`config.mk`:
```
export PLATFORM = sky130hd
export DESIGN_NAME = timeout_interval_timer_table_top
export DESIGN_NICKNAME = d
export VERILOG_FILES = /design/src/titt_pkg.sv /design/src/titt_cmp.sv /design/src/timeout_interval_timer_table_top.sv
export SDC_FILE = /design/constraint.sdc
export NUM_CORES = 2
export LEC_CHECK = 0
export ABC_AREA = 1
export CAP_MARGIN = 30
export CORE_MARGIN = 1
export CORE_UTILIZATION = 31
export DETAILED_ROUTE_END_ITERATION = 10
export DONT_BUFFER_PORTS = 1
export GPL_ROUTABILITY_DRIVEN = 0
export REMOVE_ABC_BUFFERS = 1
export SETUP_SLACK_MARGIN = 0.4
export SYNTH_ARGS = -nofsm -noshare
export SYNTH_HDL_FRONTEND = slang
export SYNTH_SLANG_ARGS = --single-unit
```
`constraint.sdc`:
```
create_clock -name clk_i -period 11.55 [get_ports clk_i]
set_input_delay 1.155 -clock clk_i [delete_from_list [all_inputs] [get_ports clk_i]]
set_output_delay 1.155 -clock clk_i [all_outputs]
set_load 0.05 [all_outputs]
```
`src/titt_pkg.sv`:
```
// ----------------------------------------------------------------------------
// Timer table package
// Sizes, request and result codes, and the word types of both channels.
// ----------------------------------------------------------------------------
`timescale 1ns / 1ps

package titt_pkg;

  localparam int SLOTS   = 16;
  localparam int MAX_OUT = 16;
  localparam int IDX_W   = (SLOTS > 1) ? $clog2(SLOTS) : 1;
  localparam int CNT_W   = (MAX_OUT > 1) ? $clog2(MAX_OUT) : 1;

  typedef enum logic [1:0] {
    REQ_TICK     = 2'd0,
    REQ_SET_ONCE = 2'd1,
    REQ_SET_REC  = 2'd2,
    REQ_CLEAR    = 2'd3
  } req_type_e;

  typedef enum logic [1:0] {
    KIND_SET_OK   = 2'd0,
    KIND_SET_FULL = 2'd1,
    KIND_CLEARED  = 2'd2,
    KIND_EXPIRED  = 2'd3
  } res_kind_e;

  typedef struct packed {
    req_type_e   req_type;
    logic [31:0] delay_ticks;
    logic [31:0] timer_id;
  } req_t;

  typedef struct packed {
    res_kind_e   kind;
    logic [31:0] result_id;
    logic        was_recurring;
    logic        last;
  } res_t;

  typedef struct packed {
    logic eq;
    logic lt;
  } cmp_flags_t;

endpackage

```
`src/titt_cmp.sv`:
```
// ----------------------------------------------------------------------------
// Timer table compare unit
// Subtracts b from a modulo 2^32 and compares the difference against c.
// ----------------------------------------------------------------------------
`timescale 1ns / 1ps

module titt_cmp (
  input  logic [31:0]          a_i,
  input  logic [31:0]          b_i,
  input  logic [31:0]          c_i,
  output titt_pkg::cmp_flags_t flags_o
);
  import titt_pkg::*;

  logic [31:0] diff;

  assign diff       = a_i - b_i;
  assign flags_o.eq = (diff == c_i);
  assign flags_o.lt = (diff < c_i);

endmodule

```
`src/timeout_interval_timer_table_top.sv`:
```
// ----------------------------------------------------------------------------
// Timer table
// Slot table of one-shot and recurring timers with a tick counter and id issue.
// ----------------------------------------------------------------------------
// Set and clear scan every slot once and give a single result word. A tick
// first scans every slot for due timers, then makes one pass over the table
// per expired timer (one result word each, lowest id first); with nothing due
// it ends after an empty pass with no word. One slot is read per cycle via the
// shared compare unit. Results are strobed for one cycle and cannot stall.
// Reset empties the table, clears the tick counter and sets the next id to 1.
`timescale 1ns / 1ps

module timeout_interval_timer_table_top (
  input  logic           clk_i,
  input  logic           rst_ni,
  input  logic           start,
  output logic           busy,
  input  titt_pkg::req_t req_i,
  output logic           res_valid_o,
  output titt_pkg::res_t res_o
);
  import titt_pkg::*;

  localparam logic [2:0] ST_IDLE = 3'd0;
  localparam logic [2:0] ST_SET  = 3'd1;
  localparam logic [2:0] ST_CLR  = 3'd2;
  localparam logic [2:0] ST_DUE  = 3'd3;
  localparam logic [2:0] ST_SRCH = 3'd4;

  localparam logic [IDX_W-1:0] LAST_IDX = IDX_W'(SLOTS - 1);
  localparam logic [CNT_W-1:0] LAST_CNT = CNT_W'(MAX_OUT - 1);

  // Slot payload, only meaningful where the valid bit is set.
  logic [31:0] slot_id_q    [SLOTS];
  logic        slot_rec_q   [SLOTS];
  logic [31:0] slot_delay_q [SLOTS];
  logic [31:0] slot_start_q [SLOTS];

  logic [SLOTS-1:0] valid_q, valid_d;
  logic [SLOTS-1:0] due_q, due_d;
  logic [2:0]       state_q, state_d;
  logic [IDX_W-1:0] idx_q, idx_d, idx_inc;
  logic [31:0]      now_q, now_d;
  logic [31:0]      next_id_q, next_id_d;
  logic [31:0]      key_q, key_d;
  logic [31:0]      delay_q, delay_d;
  logic             rec_q, rec_d;
  logic             have_a_q, have_a_d;
  logic [IDX_W-1:0] a_idx_q, a_idx_d;
  logic             have_f_q, have_f_d;
  logic [IDX_W-1:0] f_idx_q, f_idx_d;
  logic [31:0]      best_id_q, best_id_d;
  logic             best_rec_q, best_rec_d;
  logic [CNT_W-1:0] fire_cnt_q, fire_cnt_d;
  logic             res_valid_q, res_valid_d;
  res_t             res_q, res_d;

  logic             wr_all, wr_start;
  logic [IDX_W-1:0] wr_idx;

  logic             rd_valid, rd_rec;
  logic [31:0]      rd_id, rd_delay, rd_start;
  logic [31:0]      cmp_a, cmp_b, cmp_c;
  cmp_flags_t       flags;

  logic             hit, free_now, cand, fin_ok, fin_rec, last_fire;
  logic [IDX_W-1:0] fin_idx;
  logic [31:0]      fin_id;

  assign rd_valid = valid_q[idx_q];
  assign rd_id    = slot_id_q[idx_q];
  assign rd_rec   = slot_rec_q[idx_q];
  assign rd_delay = slot_delay_q[idx_q];
  assign rd_start = slot_start_q[idx_q];

  // The due scan compares elapsed time; every other scan compares ids.
  always_comb begin
    cmp_a = rd_id;
    cmp_b = '0;
    cmp_c = key_q;
    if (state_q == ST_DUE) begin
      cmp_a = now_q;
      cmp_b = rd_start;
      cmp_c = rd_delay;
    end else if (state_q == ST_SRCH) begin
      cmp_c = best_id_q;
    end
  end

  titt_cmp u_cmp (
    .a_i     (cmp_a),
    .b_i     (cmp_b),
    .c_i     (cmp_c),
    .flags_o (flags)
  );

  assign idx_inc = (idx_q == LAST_IDX) ? '0 : idx_q + 1'b1;

  always_comb begin
    state_d     = state_q;
    idx_d       = idx_q;
    valid_d     = valid_q;
    due_d       = due_q;
    now_d       = now_q;
    next_id_d   = next_id_q;
    key_d       = key_q;
    delay_d     = delay_q;
    rec_d       = rec_q;
    have_a_d    = have_a_q;
    a_idx_d     = a_idx_q;
    have_f_d    = have_f_q;
    f_idx_d     = f_idx_q;
    best_id_d   = best_id_q;
    best_rec_d  = best_rec_q;
    fire_cnt_d  = fire_cnt_q;
    res_valid_d = 1'b0;
    res_d       = res_q;
    wr_all      = 1'b0;
    wr_start    = 1'b0;
    wr_idx      = idx_q;
    hit         = 1'b0;
    free_now    = 1'b0;
    cand        = 1'b0;
    fin_ok      = 1'b0;
    fin_rec     = 1'b0;
    fin_idx     = idx_q;
    fin_id      = rd_id;
    last_fire   = 1'b0;

    unique case (state_q)
      ST_IDLE: begin
        if (start) begin
          idx_d      = '0;
          have_a_d   = 1'b0;
          have_f_d   = 1'b0;
          fire_cnt_d = '0;
          unique case (req_i.req_type) inside
            REQ_TICK: begin
              now_d   = now_q + 32'd1;
              due_d   = '0;
              state_d = ST_DUE;
            end
            REQ_SET_ONCE, REQ_SET_REC: begin
              key_d     = next_id_q;
              next_id_d = next_id_q + 32'd1;
              delay_d   = req_i.delay_ticks;
              rec_d     = (req_i.req_type == REQ_SET_REC);
              state_d   = ST_SET;
            end
            REQ_CLEAR: begin
              key_d   = req_i.timer_id;
              state_d = ST_CLR;
            end
            default: state_d = ST_IDLE;
          endcase
        end
      end

      ST_SET: begin
        // A slot already holding the new id wins over the lowest free slot.
        hit      = rd_valid && flags.eq;
        free_now = !rd_valid;
        if (hit && !have_a_q) begin
          have_a_d = 1'b1;
          a_idx_d  = idx_q;
        end
        if (free_now && !have_f_q) begin
          have_f_d = 1'b1;
          f_idx_d  = idx_q;
        end
        idx_d = idx_inc;
        if (idx_q == LAST_IDX) begin
          if (have_a_q || hit) begin
            fin_ok  = 1'b1;
            fin_idx = have_a_q ? a_idx_q : idx_q;
          end else if (have_f_q || free_now) begin
            fin_ok  = 1'b1;
            fin_idx = have_f_q ? f_idx_q : idx_q;
          end
          if (fin_ok) begin
            wr_all           = 1'b1;
            wr_idx           = fin_idx;
            valid_d[fin_idx] = 1'b1;
          end
          res_valid_d         = 1'b1;
          res_d.kind          = fin_ok ? KIND_SET_OK : KIND_SET_FULL;
          res_d.result_id     = key_q;
          res_d.was_recurring = 1'b0;
          res_d.last          = 1'b1;
          state_d             = ST_IDLE;
        end
      end

      ST_CLR: begin
        if (rd_valid && flags.eq) begin
          valid_d[idx_q] = 1'b0;
        end
        idx_d = idx_inc;
        if (idx_q == LAST_IDX) begin
          res_valid_d         = 1'b1;
          res_d.kind          = KIND_CLEARED;
          res_d.result_id     = key_q;
          res_d.was_recurring = 1'b0;
          res_d.last          = 1'b1;
          state_d             = ST_IDLE;
        end
      end

      ST_DUE: begin
        due_d[idx_q] = rd_valid && !flags.lt;
        idx_d        = idx_inc;
        if (idx_q == LAST_IDX) begin
          have_a_d = 1'b0;
          state_d  = ST_SRCH;
        end
      end

      ST_SRCH: begin
        // Each pass over the table finds the lowest due id and fires it.
        cand = due_q[idx_q] && (!have_a_q || flags.lt);
        if (cand) begin
          have_a_d   = 1'b1;
          a_idx_d    = idx_q;
          best_id_d  = rd_id;
          best_rec_d = rd_rec;
        end
        idx_d = idx_inc;
        if (idx_q == LAST_IDX) begin
          fin_ok  = have_a_q || cand;
          fin_idx = cand ? idx_q : a_idx_q;
          fin_id  = cand ? rd_id : best_id_q;
          fin_rec = cand ? rd_rec : best_rec_q;
          if (fin_ok) begin
            due_d[fin_idx] = 1'b0;
            last_fire      = (due_d == '0) || (fire_cnt_q == LAST_CNT);
            if (fin_rec) begin
              wr_start = 1'b1;
              wr_idx   = fin_idx;
            end else begin
              valid_d[fin_idx] = 1'b0;
            end
            res_valid_d         = 1'b1;
            res_d.kind          = KIND_EXPIRED;
            res_d.result_id     = fin_id;
            res_d.was_recurring = fin_rec;
            res_d.last          = last_fire;
            fire_cnt_d          = fire_cnt_q + 1'b1;
            have_a_d            = 1'b0;
            if (last_fire) begin
              state_d = ST_IDLE;
            end
          end else begin
            state_d = ST_IDLE;
          end
        end
      end

      default: state_d = ST_IDLE;
    endcase
  end

  always_ff @(posedge clk_i or negedge rst_ni) begin
    if (!rst_ni) begin
      state_q     <= ST_IDLE;
      idx_q       <= '0;
      valid_q     <= '0;
      due_q       <= '0;
      now_q       <= '0;
      next_id_q   <= 32'd1;
      have_a_q    <= 1'b0;
      have_f_q    <= 1'b0;
      fire_cnt_q  <= '0;
      res_valid_q <= 1'b0;
    end else begin
      state_q     <= state_d;
      idx_q       <= idx_d;
      valid_q     <= valid_d;
      due_q       <= due_d;
      now_q       <= now_d;
      next_id_q   <= next_id_d;
      have_a_q    <= have_a_d;
      have_f_q    <= have_f_d;
      fire_cnt_q  <= fire_cnt_d;
      res_valid_q <= res_valid_d;
    end
  end

  always_ff @(posedge clk_i) begin
    key_q      <= key_d;
    delay_q    <= delay_d;
    rec_q      <= rec_d;
    a_idx_q    <= a_idx_d;
    f_idx_q    <= f_idx_d;
    best_id_q  <= best_id_d;
    best_rec_q <= best_rec_d;
    res_q      <= res_d;
  end

  always_ff @(posedge clk_i) begin
    if (wr_all) begin
      slot_id_q[wr_idx]    <= key_q;
      slot_rec_q[wr_idx]   <= rec_q;
      slot_delay_q[wr_idx] <= delay_q;
      slot_start_q[wr_idx] <= now_q;
    end else if (wr_start) begin
      slot_start_q[wr_idx] <= now_q;
    end
  end

  assign busy        = (state_q != ST_IDLE);
  assign res_valid_o = res_valid_q;
  assign res_o       = res_q;

endmodule

```
; Word-level counts from Yosys, hierarchy flattened
; Memory sizes are Yosys's and may differ from the RTL's.
; Cells that the tools add are included.
[op_classes]
div_mod_pow = 0
order_cmp = 7
multipliers = 0
reduce_logical = 45
n_eq_ne = 24
n_shift = 0
n_bitwise = 7
addsub = 5
muxes = 95
[ops]
columns = op, count
row1 = $mux 32, 6
row2 = $mux 16, 10
row3 = $mux 36, 4
row4 = $pmux 36 s3, 1
row5 = $pmux 16 s3, 2
row6 = $mux 4, 17
row7 = $add 32x1->32 const B, 2
row8 = $pmux 32 s2, 1
row9 = $and 16x16->16, 3
row10 = $mux 1, 33
row11 = $eq 32x32->1, 1
row12 = $lt 32x32->1, 1
row13 = $not 16->16, 2
row14 = $pmux 4 s2, 4
row15 = $sub 32x32->32, 1
row16 = $mux 3, 6
row17 = $ne 2x2->1 const B, 9
row18 = $bwmux 16, 1
row19 = $logic_not 16->1, 1
row20 = $or 16x16->16, 1
row21 = $lt 4x5->1 const B, 3
row22 = $reduce_and 5->1, 3
row23 = $demux 1 s4, 3
row24 = $ge 4x1->1 const B, 3
row25 = 29 further kinds, 65
[word_totals]
word_cells = 208
n_memories = 4
latch_bits = 0
romBits = 0
regBits = 252
input_bits = 69
ram_bits = 1552
out_inout_bits = 38
[memory_table]
columns = memory, depth, word_bits, read_ports, rd_clocked_by_memory_dff, wr, line_no
row1 = slot_delay_q, 16, 32, 1, 0, 1, timeout_interval_timer_table_top.sv:36  ; logic [31:0] slot_delay_q [SLOTS];
row2 = slot_id_q, 16, 32, 1, 0, 1, timeout_interval_timer_table_top.sv:34  ; logic [31:0] slot_id_q [SLOTS];
row3 = slot_start_q, 16, 32, 1, 0, 1, timeout_interval_timer_table_top.sv:37  ; logic [31:0] slot_start_q [SLOTS];
row4 = slot_rec_q, 16, 1, 1, 0, 1, timeout_interval_timer_table_top.sv:35  ; logic slot_rec_q [SLOTS];

; Logic depth before layout (Yosys ltp)
[logic_depth]
ltp_word = 19
mapped_depth = 55
ltp_nobuf = 49

; Cells and area by module
; A second synthesis with hierarchy kept.
[hier_totals]
hier_cells = 6528
area_unflattened_um2 = 75966.6
[modules_own_cells]
columns = module, cells_each, area_per_inst_um2, n_inst, seq_area_each_um2
row1 = timeout_interval_timer_table_top, 5865, 72607.1, 1, 53622.7
row2 = titt_cmp, 663, 3359.5, 1, 0.0

; Least setup slack after synthesis
; No wires, ideal clock.
[synth_timing]
path_kind = register to register
from = register idx_q[0]
to = memory slot_delay_q[0][0] (enable)
path_stages_with_launch = 45
setup_slack_ns = -0.233
path_buffers = 6
setup_ns = 0.568
required_ns = 10.982
arrival_time_ns = 11.215
period_less_slack_ns = 11.783
cell_sequence = dfrtp_1 inv_2 buf_2 buf_2 clkbuf_1 clkbuf_1 clkbuf_1 clkbuf_1 o21ai_0 o22ai_1 nand2_1 nand4_1 nand2_1 ha_1 nand3_1 nand2_1 a21oi_1 o21ai_0 [... 9 more ...] ha_1 nand2_1 nor3_1 and3_1 nand2_1 nand2_1 nand2_1 nand2_2 inv_2 nand2_1 o21ai_1 inv_2 nand2_1 nor2_2 a21oi_4 o21ai_1 nand2_1 nor3_1
[synth_between]
elab_chain_cells = 14
word_cells_on_any_way = 45
classes_between = add/sub (1) / order compare (1) / eq/ne (2) / mux (30) / reduce/logical (7) / memory (4)
[synth_rtl]
columns = element, line_no
row1 = start: declaration, timeout_interval_timer_table_top.sv:42  ; logic [IDX_W-1:0] idx_q, idx_d, idx_inc;
row2 = start signal: assignment, timeout_interval_timer_table_top.sv:276  ; idx_q <= idx_d;
row3 = branches (longest 14 deep; another with $mem_v2 16x32), -
row4 = end: declaration, timeout_interval_timer_table_top.sv:36
; Several ways; the timed one is not identified. The select of a mux whose other input is x is not followed.

; Worst setup path after layout
[layout_timing]
from = register idx_q[1]
to = memory slot_id_q[10][11] (enable)
[layout_between]
elab_chain_cells = 14
word_cells_on_any_way = 45
classes_between = add/sub (1) / order compare (1) / eq/ne (2) / mux (30) / reduce/logical (7) / memory (4)
[layout_rtl]
columns = element, line_no
row1 = branches (longest 14 deep; another with $mem_v2 16x32), -
row2 = end: declaration, timeout_interval_timer_table_top.sv:34
; Several ways; the timed one is not identified. The select of a mux whose other input is x is not followed.

==> metrics <==
result of the run complete, no violations; first-pass GRT wire length roughly 320,000 µm; Leakage 29.03 nW; class of the most critical setup path flip-flop to flip-flop; sort of element at the end of the critical path flip-flop; number of DRC markers after the initial detailed-route iteration 5,436; number of rows in the core area ~180; number of buffers inserted by port buffering 0; routed wirelength normalized by instance count about 23 µm; initial standard-cell utilization of the core between 30% and 40%; Post-route DRC 0; number of I/O pins approximately 110; maximum clock frequency 99.54 MHz; Worst Tran Pin Value between 1000 and 1500 ps; number of register bits inferred by synthesis 1,804; critical path launch point type flip-flop; post-synthesis instance area roughly 75,000 µm²; total global routing track utilization 17.69%; fin util 35.53%; required time at the worst-slack endpoint between 10,000 and 15,000 ps; gate count of the mapped netlist about 6,000; Clock H-tree levels 4; final std cells w/o fill roughly 9,400; via count of the routed design 49,730; crit path setup slack, layout 1504 ps; x dimension of the die around 490 µm; fin nets just over 6,000; Initial DRT Pass Iterations 6; Worst VDD drop about 0.00020 V; number of buffers created by CTS 176; vertical die dimension approximately 490 µm; remaining global-route overflow 0; fraction of the cycle the final worst path needs ~87%; average cell area after synthesis between 10 and 15 µm²; Final Hold Fails 0; count of placed standard cells including taps around 9,000; normalized max-slew margin between 20% and 30%; count of maximum capacitance violations 0; worst endpoint data arrival time 10,540 ps; via count of the first global-routing pass 47,690; layout filler cell count 22,880; Synth cell types 57; final max-slew violation count 0; Max Fanout on Critical Path 94; count of endpoints failing setup in the final report 0; combined area of the multi-input logic cells approximately 19,000 µm²; most used cell, CP nand2_1; Setup TNS Final 0 ps; share of flip-flops with an asynchronous set or reset under 10%; power density normalized to cell area approximately 250 nW/µm²; growth of design area from synthesis to finish 13.73%; initial antenna violation count 9; clock period minus final worst setup slack approximately 10,000 ps; final clock skew roughly 75 ps; DRT Wirelength around 220,000 µm; Min-Delay Path Class input port to asynchronous set/reset pin; core area 238,500 µm²; clock tree root driver cell clkbuf_16; slowest library cell on the worst path dfrtp_4; unrepaired setup endpoints after global routing false; fraction of layout instances using a drive strength above 1 around 7.8%; vias per cell 5.303; largest buffer count on any clock path 3; clock tree from TritonCTS built; post-synthesis sequential area ratio between 70% and 80%; later-pin clock latency in the skew report 860 ps; Post-synth EDFFs 1,694; count of clock tree sinks between 1,500 and 2,000; die outline area ~240,000 µm²; main flop type after synthesis edfxtp_1; clock edge transition at the registers on the reported setup and hold paths 60 ps; Register Area between 50,000 and 60,000 µm²; tightest hold margin around 64 ps; post-detail-place hpwl ~120,000 µm; number of antenna-violating nets in the routed design 0; max incr delay on CP between 900 and 1000 ps; pin count of the biggest net entering global routing about 190; Ys Warns 0; Setup WS pre-CTS 1490 ps
power breakdown:
part	switching [W]	internal, W
Clock	0.00257	0.00330
Combinational	0.00512	0.00215
Sequential	0.000304	0.00748
Total	0.00800	0.0129
flip-flops by register name, indices dropped and copies added (netlist names), 3 cells and up:
register	count
slot_id_q	512
delay_q	32
slot_start_q	512
fire_cnt_q	4
state_q	3
key_q	32
res_o	36
a_idx_q	4
next_id_q	32
f_idx_q	4
due_q	16
now_q	32
idx_q	4
best_id_q	32
slot_delay_q	512
slot_rec_q	16
valid_q	16
synth_stat cells, types with 22 or more instances:
cell         n  share of area, %
a21oi_1    113              0.76
a221oi_1    31              0.36
a22o_1      31              0.36
buf_1       37              0.19
buf_2       28              0.19
clkbuf_1   294               1.5
dfrtp_1    109               3.7
edfxtp_1  1694                68
ha_1        74               1.2
inv_1      238               1.2
nand2_1    752               3.8
nand3_1     62              0.42
nand4_1     78              0.65
nor2_1     930               4.7
nor3_1      22              0.15
o21ai_0    986               6.6
o21bai_1    32              0.32
o22ai_1    390               3.3
xor2_1      71              0.83
kinds of logic (layout without fill, tap and decap cells):
| group | Yosys count | count (layout) | synth area share [%] |
|---|---|---|---|
| xor gates and xnor gates | 84 | 84 | 0.9872 |
| AOI/OAI and AO/OA | 1643 | 1643 | 12.30 |
| adders and majority gates | 75 | 75 | 1.269 |
| and+or+nand+nor | 1890 | 1890 | 10.23 |
| muxes | 8 | 8 | 0.1209 |
| other | 0 | 4 | 0 |
| buffers and inverters | 610 | 702 | 3.135 |
| DFF | 1804 | 1804 | 71.95 |
path summary, 6_finish.rpt:
path                                           from                          end  slack (ps)  depth (start not counted)
setup / recovery               idx_q[1]$_DFFE_PN0P_  slot_id_q[10][11]$_DFFE_PP_        1500                         41
hold / removal                               rst_ni       valid_q[0]$_DFFE_PN0P_          60                          0
setup reg to reg               idx_q[1]$_DFFE_PN0P_  slot_id_q[10][11]$_DFFE_PP_        1500                         41
hold reg to reg            next_id_q[5]$_DFFE_PN0P_     next_id_q[5]$_DFFE_PN0P_         470                          1
max in group asynchronous                    rst_ni         now_q[7]$_DFFE_PN0P_       10580                          2
min in group clk_i                        req_i[54]        delay_q[22]$_DFFE_PP_         400                          0
critical path: cells and delay by family, from the launching register on:
family	cells	cell delay [ps]
AO/OA/AOI/OAI	13	2810
adder cells (fa/ha/maj)	2	660
AND/OR/NAND/NOR	19	3350
buffers and inverters	7	1790
flip-flops	1	910
metrics by stage:
step | total power (W) | instance area, µm²
global route | 0.02201 | 84750
finish | 0.02092 | 84760
CTS | 0.02090 | 84660
detailed placement | 0.01502 | 78730
global placement | 0.01495 | 78720
floorplan | 0.01281 | 73120
metal layers:
layer	GRT usage, %	up-vias	wire length, µm
li1	-	22100	-
met1	23.03	24890	88370
met2	28.90	2289	104500
met3	2.817	443	16830
met4	8.185	12	9786
met5	0	-	69
area by class of cell:
| cell class | instances | share of cell area (%) |
|---|---|---|
| Sequential cell | 1804 | 63.28 |
| Timing Repair Buffer | 128 | 1.751 |
| Clock buffer | 217 | 5.390 |
| Multi-Input combinational cell | 3700 | 22.25 |
| Inverter | 248 | 1.119 |
| Clock inverter | 109 | 1.529 |
| Tap cell | 3167 | 4.675 |
| Antenna cell | 4 | 0.01181 |
cells in the final DEF (no fill, tap or decap), types with 13 or more instances in the layout:
cell type,count
edfxtp_1,1694
o21ai_0,986
nor2_1,896
nand2_1,752
o22ai_1,390
inv_1,234
clkbuf_16,176
a21oi_1,113
dfrtp_1,107
buf_4,86
nand4_1,78
ha_1,73
xor2_1,71
nand3_1,62
nor2_4,41
clkbuf_1,40
clkinv_1,34
buf_12,34
o21bai_1,32
a22o_1,31
a221oi_1,31
clkinv_2,30
bufinv_16,20
nor3_1,18
xnor2_1,13
nor2_2,13
timing repair:
item                      4_1_cts  5_1_grt
hold buffers                    3        0
buffers inserted                0        0
resized for setup               0        0
hold endpoints to repair       66        0
No activity file was read; power rests on OpenSTA's default activity.
